<file path="src/sv/bva_pkg.sv">
// Shared constants and types for the battery voltage averager.
package bva_pkg;

	localparam int WINDOW_LENGTH_DEF = 50;

	localparam int SAMPLE_W   = 12;
	localparam int RESULT_W   = 18;
	localparam int CAL_W      = 16;
	localparam int R2_W       = 17;
	localparam int SUMR_W     = 18;
	localparam int S_TDATA_W  = 16;
	localparam int M_TDATA_W  = 24;

	localparam logic [CAL_W-1:0]  CAL_RESET     = 16'd2500;
	localparam logic [CAL_W-1:0]  CAL_MIN       = 16'd2100;
	localparam logic [R2_W-1:0]   R2_OFFSET     = 17'd4000;
	localparam logic [SUMR_W-1:0] UPPER_OHMS    = 18'd10000;
	localparam logic [11:0]       FULL_SCALE_MV = 12'd3300;
	localparam int                ADC_MAX_CODE  = 4095;

	typedef enum logic [2:0] {
		ST_IDLE,
		ST_SWEEP,
		ST_DRAIN,
		ST_MUL1,
		ST_MUL2,
		ST_MUL3,
		ST_DIVGO,
		ST_OUT
	} st_t;

	typedef struct packed {
		logic busy;
		logic done;
	} div_stat_t;

endpackage

</file>
<file path="src/sv/bva_div.sv">
// Restoring divider, one quotient bit per cycle.
module bva_div import bva_pkg::*; #(
	parameter int NUM_W = 48,
	parameter int DEN_W = 35,
	parameter int Q_W   = RESULT_W
) (
	input  logic             clk,
	input  logic             arst_n,
	input  logic             start,
	input  logic [NUM_W-1:0] num,
	input  logic [DEN_W-1:0] den,
	output div_stat_t        stat,
	output logic [Q_W-1:0]   quot
);

	localparam int SH_W  = DEN_W + Q_W - 1;
	localparam int DIV_W = (SH_W > NUM_W) ? SH_W : NUM_W;
	localparam int CNT_W = $clog2(Q_W + 1);

	logic [DIV_W-1:0] rem_q;
	logic [DIV_W-1:0] dsh_q;
	logic [Q_W-1:0]   quot_q;
	logic [CNT_W-1:0] cnt_q;
	logic             busy_q;
	logic             done_q;
	logic             ge;

	assign ge = (rem_q >= dsh_q);

	always_ff @(posedge clk or negedge arst_n) begin
		if (!arst_n) begin
			busy_q <= 1'b0;
			done_q <= 1'b0;
			cnt_q  <= '0;
		end else begin
			done_q <= 1'b0;
			if (start) begin
				busy_q <= 1'b1;
				cnt_q  <= CNT_W'(Q_W);
			end else if (busy_q) begin
				cnt_q <= cnt_q - 1'b1;
				if (cnt_q == CNT_W'(1)) begin
					busy_q <= 1'b0;
					done_q <= 1'b1;
				end
			end
		end
	end

	always_ff @(posedge clk) begin
		if (start) begin
			rem_q  <= DIV_W'(num);
			dsh_q  <= DIV_W'(den) << (Q_W - 1);
			quot_q <= '0;
		end else if (busy_q) begin
			if (ge) begin
				rem_q <= rem_q - dsh_q;
			end
			dsh_q  <= dsh_q >> 1;
			quot_q <= {quot_q[Q_W-2:0], ge};
		end
	end

	assign stat.busy = busy_q;
	assign stat.done = done_q;
	assign quot      = quot_q;

endmodule

</file>
<file path="src/sv/battery_voltage_averager_core.sv">
// Moving-average battery voltmeter: window sweep, shared multiplier, iterative divider.
//
// channel | direction | beat contents (low bit first)
// s_*     | in        | tdata: adc_sample[11:0], zero pad
// m_*     | out       | tdata: battery_millivolts[17:0], zero pad
// cfg_*   | in        | data: divider_calibration[15:0]
//
// m_tvalid rises once the sweep, the multiplier passes and the divider are through for an input beat;
// the next input beat is taken only after that result is loaded and the block is idle again.
// One window entry per cycle through the sample memory, three passes through the
// shared multiplier, then 18 divider steps. s_tready is high only when idle.
// Reset clears the window valid bits at once; no clearing pass is needed.
// A result waiting on m_tready holds the block in its final state.
module battery_voltage_averager_core import bva_pkg::*; #(
	parameter int WINDOW_LENGTH = WINDOW_LENGTH_DEF
) (
	input  logic                 clk,
	input  logic                 arst_n,
	input  logic                 s_tvalid,
	output logic                 s_tready,
	input  logic [S_TDATA_W-1:0] s_tdata,   // adc_sample
	output logic                 m_tvalid,
	input  logic                 m_tready,
	output logic [M_TDATA_W-1:0] m_tdata,   // battery_millivolts
	input  logic                 cfg_valid,
	output logic                 cfg_ready,
	input  logic [CAL_W-1:0]     cfg_data   // divider_calibration
);

	localparam int IDX_W = $clog2(WINDOW_LENGTH);
	localparam int SUM_W = SAMPLE_W + IDX_W;
	localparam int P1_W  = SUM_W + 12;
	localparam int NUM_W = P1_W + SUMR_W;
	localparam int DEN_W = R2_W + SUM_W;
	localparam int MA_W  = P1_W;
	localparam int MB_W  = (SUM_W > SUMR_W) ? SUM_W : SUMR_W;
	localparam int P_W   = MA_W + MB_W;
	localparam logic [SUM_W-1:0] NK = SUM_W'(WINDOW_LENGTH * ADC_MAX_CODE);
	localparam logic [IDX_W-1:0] LAST_IDX = IDX_W'(WINDOW_LENGTH - 1);

	st_t state_q, state_d;

	logic [CAL_W-1:0]    cal_q;
	logic [SAMPLE_W-1:0] sample_q;
	logic [IDX_W-1:0]    head_q;
	logic [IDX_W-1:0]    rd_addr_q;
	logic [SUM_W-1:0]    sum_q;
	logic [P_W-1:0]      prod_q;
	logic [NUM_W-1:0]    num_q;
	logic                m_tvalid_q;
	logic [RESULT_W-1:0] m_data_q;

	logic [SAMPLE_W-1:0] mem_q [WINDOW_LENGTH];
	logic [WINDOW_LENGTH-1:0] vld_q;
	logic [SAMPLE_W-1:0] rd_data_s1;
	logic                vld_s1;
	logic [IDX_W-1:0]    addr_s1;
	logic                act_s1;

	logic                keep;
	logic [SAMPLE_W-1:0] entry;
	logic                wr_en;
	logic [CAL_W-1:0]    cal_eff;
	logic [R2_W-1:0]     r2;
	logic [SUMR_W-1:0]   r_sum;
	logic [MA_W-1:0]     mul_a;
	logic [MB_W-1:0]     mul_b;
	logic                accept;
	logic                div_start;
	logic                load_out;
	div_stat_t           div_stat;
	logic [RESULT_W-1:0] div_quot;

	assign accept    = s_tvalid && s_tready;
	assign s_tready  = (state_q == ST_IDLE);
	assign cfg_ready = 1'b1;

	// calibration floor and lower resistor
	assign cal_eff = (cal_q < CAL_MIN) ? CAL_MIN : cal_q;
	assign r2      = {cal_eff, 1'b0} - R2_OFFSET;
	assign r_sum   = UPPER_OHMS + SUMR_W'(r2);

	// sweep write-back: oldest slot takes the new sample, empty or zero-valued slots fill
	assign keep  = vld_s1 && (rd_data_s1 != '0) && (addr_s1 != head_q);
	assign entry = keep ? rd_data_s1 : sample_q;
	assign wr_en = act_s1 && !keep;

	always_comb begin
		state_d   = state_q;
		mul_a     = '0;
		mul_b     = '0;
		div_start = 1'b0;
		load_out  = 1'b0;
		unique case (state_q)
			ST_IDLE: begin
				if (accept) state_d = ST_SWEEP;
			end
			ST_SWEEP: begin
				if (rd_addr_q == LAST_IDX) state_d = ST_DRAIN;
			end
			ST_DRAIN: begin
				state_d = ST_MUL1;
			end
			ST_MUL1: begin
				mul_a   = MA_W'(sum_q);
				mul_b   = MB_W'(FULL_SCALE_MV);
				state_d = ST_MUL2;
			end
			ST_MUL2: begin
				mul_a   = prod_q[MA_W-1:0];
				mul_b   = MB_W'(r_sum);
				state_d = ST_MUL3;
			end
			ST_MUL3: begin
				mul_a   = MA_W'(r2);
				mul_b   = MB_W'(NK);
				state_d = ST_DIVGO;
			end
			ST_DIVGO: begin
				div_start = 1'b1;
				state_d   = ST_OUT;
			end
			ST_OUT: begin
				if (div_stat.done || (!div_stat.busy && !div_start)) begin
					if (!m_tvalid_q || m_tready) begin
						load_out = 1'b1;
						state_d  = ST_IDLE;
					end
				end
			end
			default: state_d = ST_IDLE;
		endcase
	end

	always_ff @(posedge clk or negedge arst_n) begin
		if (!arst_n) begin
			state_q    <= ST_IDLE;
			cal_q      <= CAL_RESET;
			head_q     <= '0;
			act_s1     <= 1'b0;
			vld_q      <= '0;
			m_tvalid_q <= 1'b0;
		end else begin
			state_q <= state_d;
			if (cfg_valid) cal_q <= cfg_data;
			act_s1 <= (state_q == ST_SWEEP);
			if (wr_en) vld_q[addr_s1] <= 1'b1;
			if (state_q == ST_DRAIN) begin
				head_q <= (head_q == LAST_IDX) ? '0 : head_q + 1'b1;
			end
			if (load_out) begin
				m_tvalid_q <= 1'b1;
			end else if (m_tready) begin
				m_tvalid_q <= 1'b0;
			end
		end
	end

	always_ff @(posedge clk) begin
		if (accept) begin
			sample_q  <= s_tdata[SAMPLE_W-1:0];
			sum_q     <= '0;
			rd_addr_q <= '0;
		end else begin
			if (state_q == ST_SWEEP && rd_addr_q != LAST_IDX) rd_addr_q <= rd_addr_q + 1'b1;
			if (act_s1) sum_q <= sum_q + SUM_W'(entry);
		end
		rd_data_s1 <= mem_q[rd_addr_q];
		vld_s1     <= vld_q[rd_addr_q];
		addr_s1    <= rd_addr_q;
		prod_q     <= P_W'(mul_a) * P_W'(mul_b);
		if (state_q == ST_MUL3) num_q <= prod_q[NUM_W-1:0];
		if (load_out) m_data_q <= div_quot;
	end

	always_ff @(posedge clk) begin
		if (wr_en) mem_q[addr_s1] <= sample_q;
	end

	bva_div #(
		.NUM_W (NUM_W),
		.DEN_W (DEN_W),
		.Q_W   (RESULT_W)
	) u_div (
		.clk    (clk),
		.arst_n (arst_n),
		.start  (div_start),
		.num    (num_q),
		.den    (prod_q[DEN_W-1:0]),
		.stat   (div_stat),
		.quot   (div_quot)
	);

	assign m_tvalid = m_tvalid_q;
	assign m_tdata  = M_TDATA_W'(m_data_q);

	a_head_range: assert property (@(posedge clk) disable iff (!arst_n)
		head_q <= LAST_IDX)
		else $error("window head out of range");

	a_div_done_out: assert property (@(posedge clk) disable iff (!arst_n)
		div_stat.done |-> state_q == ST_OUT)
		else $error("divider finished outside result state");

	a_out_from_seq: assert property (@(posedge clk) disable iff (!arst_n)
		$rose(m_tvalid_q) |-> $past(state_q == ST_OUT))
		else $error("result raised outside result state");

	a_busy_no_accept: assert property (@(posedge clk) disable iff (!arst_n)
		div_stat.busy |-> !s_tready)
		else $error("input ready while dividing");

endmodule
</file>
<file path="config.mk">
export PLATFORM = sky130hd
export DESIGN_NAME = battery_voltage_averager_core
export DESIGN_NICKNAME = d
export VERILOG_FILES = /design/src/sv/bva_pkg.sv /design/src/sv/bva_div.sv /design/src/sv/battery_voltage_averager_core.sv
export SDC_FILE = /design/constraint.sdc
export NUM_CORES = 2
export LEC_CHECK = 0
export BUFFER_PORTS_ARGS = -buffer_cell sky130_fd_sc_hd__buf_2
export CAP_MARGIN = 0
export CORE_ASPECT_RATIO = 0.9
export CORE_MARGIN = 1.5
export CORE_UTILIZATION = 46
export DETAILED_ROUTE_END_ITERATION = 7
export PLACE_DENSITY = 0.57
export SLEW_MARGIN = 20
export SYNTH_ARGS = -nofsm -noshare
export SYNTH_HDL_FRONTEND = slang
export SYNTH_SLANG_ARGS = --single-unit
</file>
<file path="constraint.sdc">
create_clock -name clk -period 19.3 [get_ports clk]
set_input_delay 5.79 -clock clk [delete_from_list [all_inputs] [get_ports clk]]
set_output_delay 5.79 -clock clk [all_outputs]
set_load 0.1 [all_outputs]
</file>
### Word level (Yosys, flattened, before mapping)

Memories as Yosys holds them, arrays and structs flattened. A register that Yosys moved wholly into a read port is not among the register bits.
Cells that the tools add are included.
W data, S select, Z words.

* input bits: 37
* logic and storage cells: 107
* register bits: 363
* memories kept: 1
* memory bits (writable): 600
* output and inout port bits: 27

Memory list
* mem_q: words 50, bits a word 12, read ports 1, clocked after memory_dff 1, wr ports 1, RTL line battery_voltage_averager_core.sv:53 `logic [SAMPLE_W-1:0] mem_q [WINDOW_LENGTH];`

* multipliers: 1
* reduce and logical (&&, ||, !) cells: 19
* muxes and demuxes: 35
* add/sub/neg operators: 7
* bitwise gates (word level): 1
* equal/unequal tests: 16
* magnitude comparators: 5

Operators by type and width (count)
* $mux W48: 3
* $mux W52: 2
* $pmux W30 S3: 1
* $pmux W18 S3: 1
* $ge A52 B52 Y1: 1
* $sub A52 B52 Y52: 1
* $or A50 B50 Y50: 1
* $mul A30 B18 Y48: 1
* $pmux W3 S8: 1
* $add A14 B17 Y18 const A: 1
* $add A18 B12 Y18: 1
* $sub A17 B12 Y17 const B: 1
* $lt A16 B12 Y1 const B: 1
* $mux W1: 16
* $mux W16: 1
* $lt A6 B7 Y1 const B: 2
* $add A6 B1 Y6 const B: 2
* $eq A3 B3 Y1 const B: 4
* $eq A6 B6 Y1 const B: 2
* $mux W12: 1
* $mux W3: 4
* $reduce_bool A12 Y1: 1
* $mux W5: 2
* $bmux W1 S6: 1
* other kinds (18): 32

### Longest topological paths before layout

* word-level depth: 7
* mapped depth: 40
* mapped depth without buffers: 37

### By module

A second synthesis with hierarchy kept.

* cells, all modules: 4519
* area total of the unflattened synthesis: 57081.0 µm²

By module, submodules not included
* battery_voltage_averager_core: seq. area each 24064.3 µm², cells each 3581, area an instance 48670.4 µm², instances 1
* bva_div: seq. area each 3448.3 µm², cells each 938, area an instance 8410.6 µm², instances 1

### Worst setup path after synthesis

No wires, ideal clock.

* kind: register to register
* from: reg cal_q[14]
* to: reg prod_q[47]
* clock period less this slack: 8801 ps
* data required time: 19228 ps
* setup time: 72 ps
* buffers on the path: 1
* setup slack: 10499 ps
* arrival: 8728 ps
* cell stages (with the launch flop): 36
* path through: dfrtp_1 -> or3_4 -> nor2_1 -> a21boi_2 -> nor2_1 -> ha_1 -> nand3b_1 -> xnor2_1 -> o221ai_1 -> a21boi_1 -> nand3b_1 -> and2_4 -> nor2_1 -> xnor2_1 -> nand3_1 -> fa_1 -> fa_1 -> inv_1 -> fa_1 -> fa_1 -> inv_1 -> fa_1 -> inv_1 -> fa_1 -> ha_1 -> clkbuf_1 -> o21ai_0 -> o21ai_0 -> a221o_1 -> o21bai_1 -> o31a_1 -> o41ai_2 -> a221oi_2 -> o2111ai_1 -> a21oi_1 -> xnor2_1

* longest elaborated chain between the ends: 6
* elaborated cells between the ends (all ways): 7
* classes of those cells: 2 x add/sub; 1 x mul; 1 x order compare; 3 x mux

Ends and longest elaborated chain
* start: declaration: RTL line battery_voltage_averager_core.sv:43 `logic [CAL_W-1:0] cal_q;`
* start signal: assignment: RTL line battery_voltage_averager_core.sv:145 `if (cfg_valid) cal_q <= cfg_data;`
* $lt A16 B12 Y1: RTL line battery_voltage_averager_core.sv:79 `assign cal_eff = (cal_q < CAL_MIN) ? CAL_MIN : cal_q;`
* $mux W16 (*): RTL line battery_voltage_averager_core.sv:79
* $sub A17 B12 Y17 (*): RTL line battery_voltage_averager_core.sv:80 `assign r2 = {cal_eff, 1'b0} - R2_OFFSET;`
* $add A14 B17 Y18: RTL line battery_voltage_averager_core.sv:81 `assign r_sum = UPPER_OHMS + SUMR_W'(r2);`
* $pmux W18 S3: RTL line battery_voltage_averager_core.sv:94 `unique case (state_q)`
* $mul A30 B18 Y48 (*): RTL line battery_voltage_averager_core.sv:171 `prod_q <= P_W'(mul_a) * P_W'(mul_b);`
* end signal: assignment: RTL line battery_voltage_averager_core.sv:171
* end: declaration: RTL line battery_voltage_averager_core.sv:48 `logic [P_W-1:0] prod_q;`

Every way passes the cells marked *; elsewhere a longest branch is shown, timed or not.
A chain may end at the register's enable or synchronous reset.

### Final worst setup path

* from: reg cal_q[13]
* to: reg prod_q[47]

The elaborated chain is that of the path after synthesis.

==> metrics.txt <==
status=complete, no violations; die width=374.2 um; CP Launch Type=register; Initial Utilization=0.4637; grt ovf=0; post-synth top area share=0.4000; Hold Crit Class=register to register; Hold-fix buffers, CTS=0; most common cell after layout, fill and taps aside=edfxtp_1; number of max-cap violations=0; GP Congestion=0.9073; Final Skew=0.04526 ns; vias in the first global route=35199; Max stage delay on crit path=0.76 ns; share of cells above drive strength 1=0.1424; Worst IR Drop VDD=0.00009806 V; Layout fillers=10623; Tightest Pin Transition=1.164 ns; CTS clk-pin slew, worst paths=0.06 ns; min Tclk post-route=10.64 ns; Yosys reg bits=973; post-cts sizing count=0; H-tree Lvls=3; commonest non-fill, non-tap cells in the layout=760 x edfxtp_1, 589 x inv_1, 451 x nand2_1, 421 x fa_1, 363 x nor2_1; hold depth=0; Max FO, Critical Path=19; endpoints failing hold=0; busiest grt layer=met1; CP Capture Type=register; pre-CTS setup slack=8.840 ns; post-route ant nets=0; 1st-pass router iterations=7; placed cells=6082; Reg2Reg Capture Point=prod_q[47]$_DFF_P_; global-route wire length before repair=221000 um; critical path's slowest cell=o41ai_2; worst r2r path cells=33; clk root buf=clkbuf_16; postcts setup bufs=0; FF-to-FF setup slack=8.66 ns; Synth warnings=0; WS Path Type=register to register; Mapped Area=0.05705 sq mm; HPWL after DPL=100900 um; routed len/inst=23.19 um; Slew Viols, Final=0; Peak Freq=93.99 MHz; top_reg_cell synth=edfxtp_1; Post-synth EDFFs=760; RSZ-0062 raised after global routing=false; Post-synth ARST share=0.08633; met3 Use GR=0.05891; pin count of the biggest net entering global routing=102; TNS Setup=0 ns; area leader, netlist=edfxtp_1; Worst EP required=19.86 ns; Hold Path Origin=prod_q[45]$_DFF_P_; setup violators final=0; Final WS setup=8.660 ns; top cells by area, synth=edfxtp_1 40%, fa_1 15%, mux4_2 8.2%; initial antenna violation count=10; sequential share of the synthesized area=0.4822; CTS tree=done; # rows=122; Non-Filler Instances=6278; M2 GR Usage=0.3353; Port Buffers=52; via count=34915; clk sinks=973; clk_lat worst skew=0.72 ns; I/O pin total=64; P&R area growth vs syn=9.963%; Top cell by count, worst path=fa_1; Crit Reg-Reg Startpoint=cal_q[13]$_DFFE_PN0P_; Layout Nets=5253; fin crit share=0.5513; Inserted Clock Buffers=101; WL final=145600 um; Rel. slew slack=0.2186; Post-Synthesis Cells=4520; Die Y=337.1 um; Pleak=25.21 nW; Power Dens Cells=133.7 mW/mm^2; Die Footprint=0.1262 sq mm; routing usage on met1=0.3585; Tot GR Track Use=0.2352; CTS Buffer Depth=3; mean post-synth cell area=12.62 sq um; end point of the critical path=prod_q[47]$_DFF_P_; 1st-iter DRT viols=3551; Via density=5.561; CORE AREA=0.1230 sq mm; worst path arrival time=11.20 ns; worst setup path startpoint=cal_q[13]$_DFFE_PN0P_; unique cell type count in the Yosys netlist=87; DR DRC count=0
## cells by family after synthesis
| group | share of synthesized area |
|---|---|
| AND/OR/NAND/NOR | 0.09119 |
| flip-flops | 0.4822 |
| buffers and inverters | 0.05338 |
| adder cells (fa/ha/maj) | 0.1962 |
| AO/OA/AOI/OAI | 0.05724 |
| multiplexers | 0.09921 |
| XOR/XNOR | 0.02042 |
| other | 0.0001316 |
## cells in the mapped netlist (38+ instances only)
| library cell | number |
|---|---|
| xor2_1 | 52 |
| mux2i_1 | 57 |
| edfxtp_1 | 760 |
| a21oi_1 | 148 |
| or2_2 | 60 |
| a21o_1 | 73 |
| mux4_2 | 207 |
| nor2_1 | 391 |
| and2_1 | 47 |
| clkbuf_1 | 151 |
| dfxtp_1 | 129 |
| ha_1 | 221 |
| nand3_1 | 40 |
| fa_1 | 421 |
| dfrtp_1 | 79 |
| mux2_2 | 38 |
| o31ai_1 | 39 |
| o21ai_0 | 87 |
| inv_1 | 589 |
| nand2_1 | 452 |
| xnor2_1 | 81 |
| nor3_1 | 51 |
## sequential cells by signal, indices dropped and copies added, names as in the netlist, 12 cells and up
| register | count |
|---|---|
| u_div.dsh_q | 52 |
| rd_data_s1 | 12 |
| sum_q | 18 |
| sample_q | 12 |
| num_q | 47 |
| cal_q | 16 |
| u_div.quot | 18 |
| vld_q | 50 |
| u_div.rem_q | 52 |
| m_data_q | 18 |
| prod_q | 47 |
| mem_q | 600 |
## metrics by stage
stage          power (W)  utilization  hold WS (ns)  instance area (sq um)
3_5_place_dp    0.006427       0.4822        0.3895                  59330
4_1_cts         0.008417       0.5096        0.3991                  62700
6_report        0.008388       0.5099        0.4003                  62740
2_1_floorplan   0.005369            -        0.3290                  57110
3_3_place_gp    0.006402       0.4822        0.3875                  59330
5_1_grt         0.008887       0.5099        0.4052                  62730
## layout make-up
type | count | area, sq um | area share
well taps | 1612 | 2017 | 0.03215
inverters | 590 | 2215 | 0.03530
clock inverters | 69 | 718.2 | 0.01145
diodes | 3 | 7.507 | 0.0001197
flip-flops and latches | 973 | 27530 | 0.4388
clock buffers | 123 | 2650 | 0.04224
multi-input cells | 2769 | 26670 | 0.4251
repair buffers | 139 | 932.1 | 0.01486
## worst max-delay path, delay by kind of cell, from the launching register on
family                   cells  cell delay [ns]
AND/OR/NAND/NOR              7             2.29
buffers and inverters        3             0.48
XOR/XNOR                     2             0.32
flip-flops                   1             0.44
adder cells (fa/ha/maj)      8             3.59
AO/OA/AOI/OAI               13             3.37
## metal layers
metal / up-vias / wire, um
li1: 15686 / -
met1: 17786 / 68420
met2: 1230 / 60720
met3: 209 / 12920
met4: 4 / 3506
met5: - / 27
## where the power goes
| part | internal, W | total (W) | switching [W] |
|---|---|---|---|
| Sequential | 0.00262 | 0.00291 | 0.000294 |
| Clock | 0.00111 | 0.00197 | 0.000856 |
| Combinational | 0.00139 | 0.00351 | 0.00212 |
## how the worst min path moves through the flow
| stage | end | slack [ns] |
|---|---|---|
| 3_5_place_dp | num_q[45]$_DFFE_PN_ | 0.39 |
| 3_3_place_gp | num_q[46]$_DFFE_PN_ | 0.39 |
| 4_1_cts | num_q[45]$_DFFE_PN_ | 0.40 |
| 5_1_grt | num_q[46]$_DFFE_PN_ | 0.41 |
| 6_report | num_q[45]$_DFFE_PN_ | 0.40 |
| 2_1_floorplan | addr_s1[2]$_DFF_P_ | 0.33 |
(Power assumes the default switching activity.)
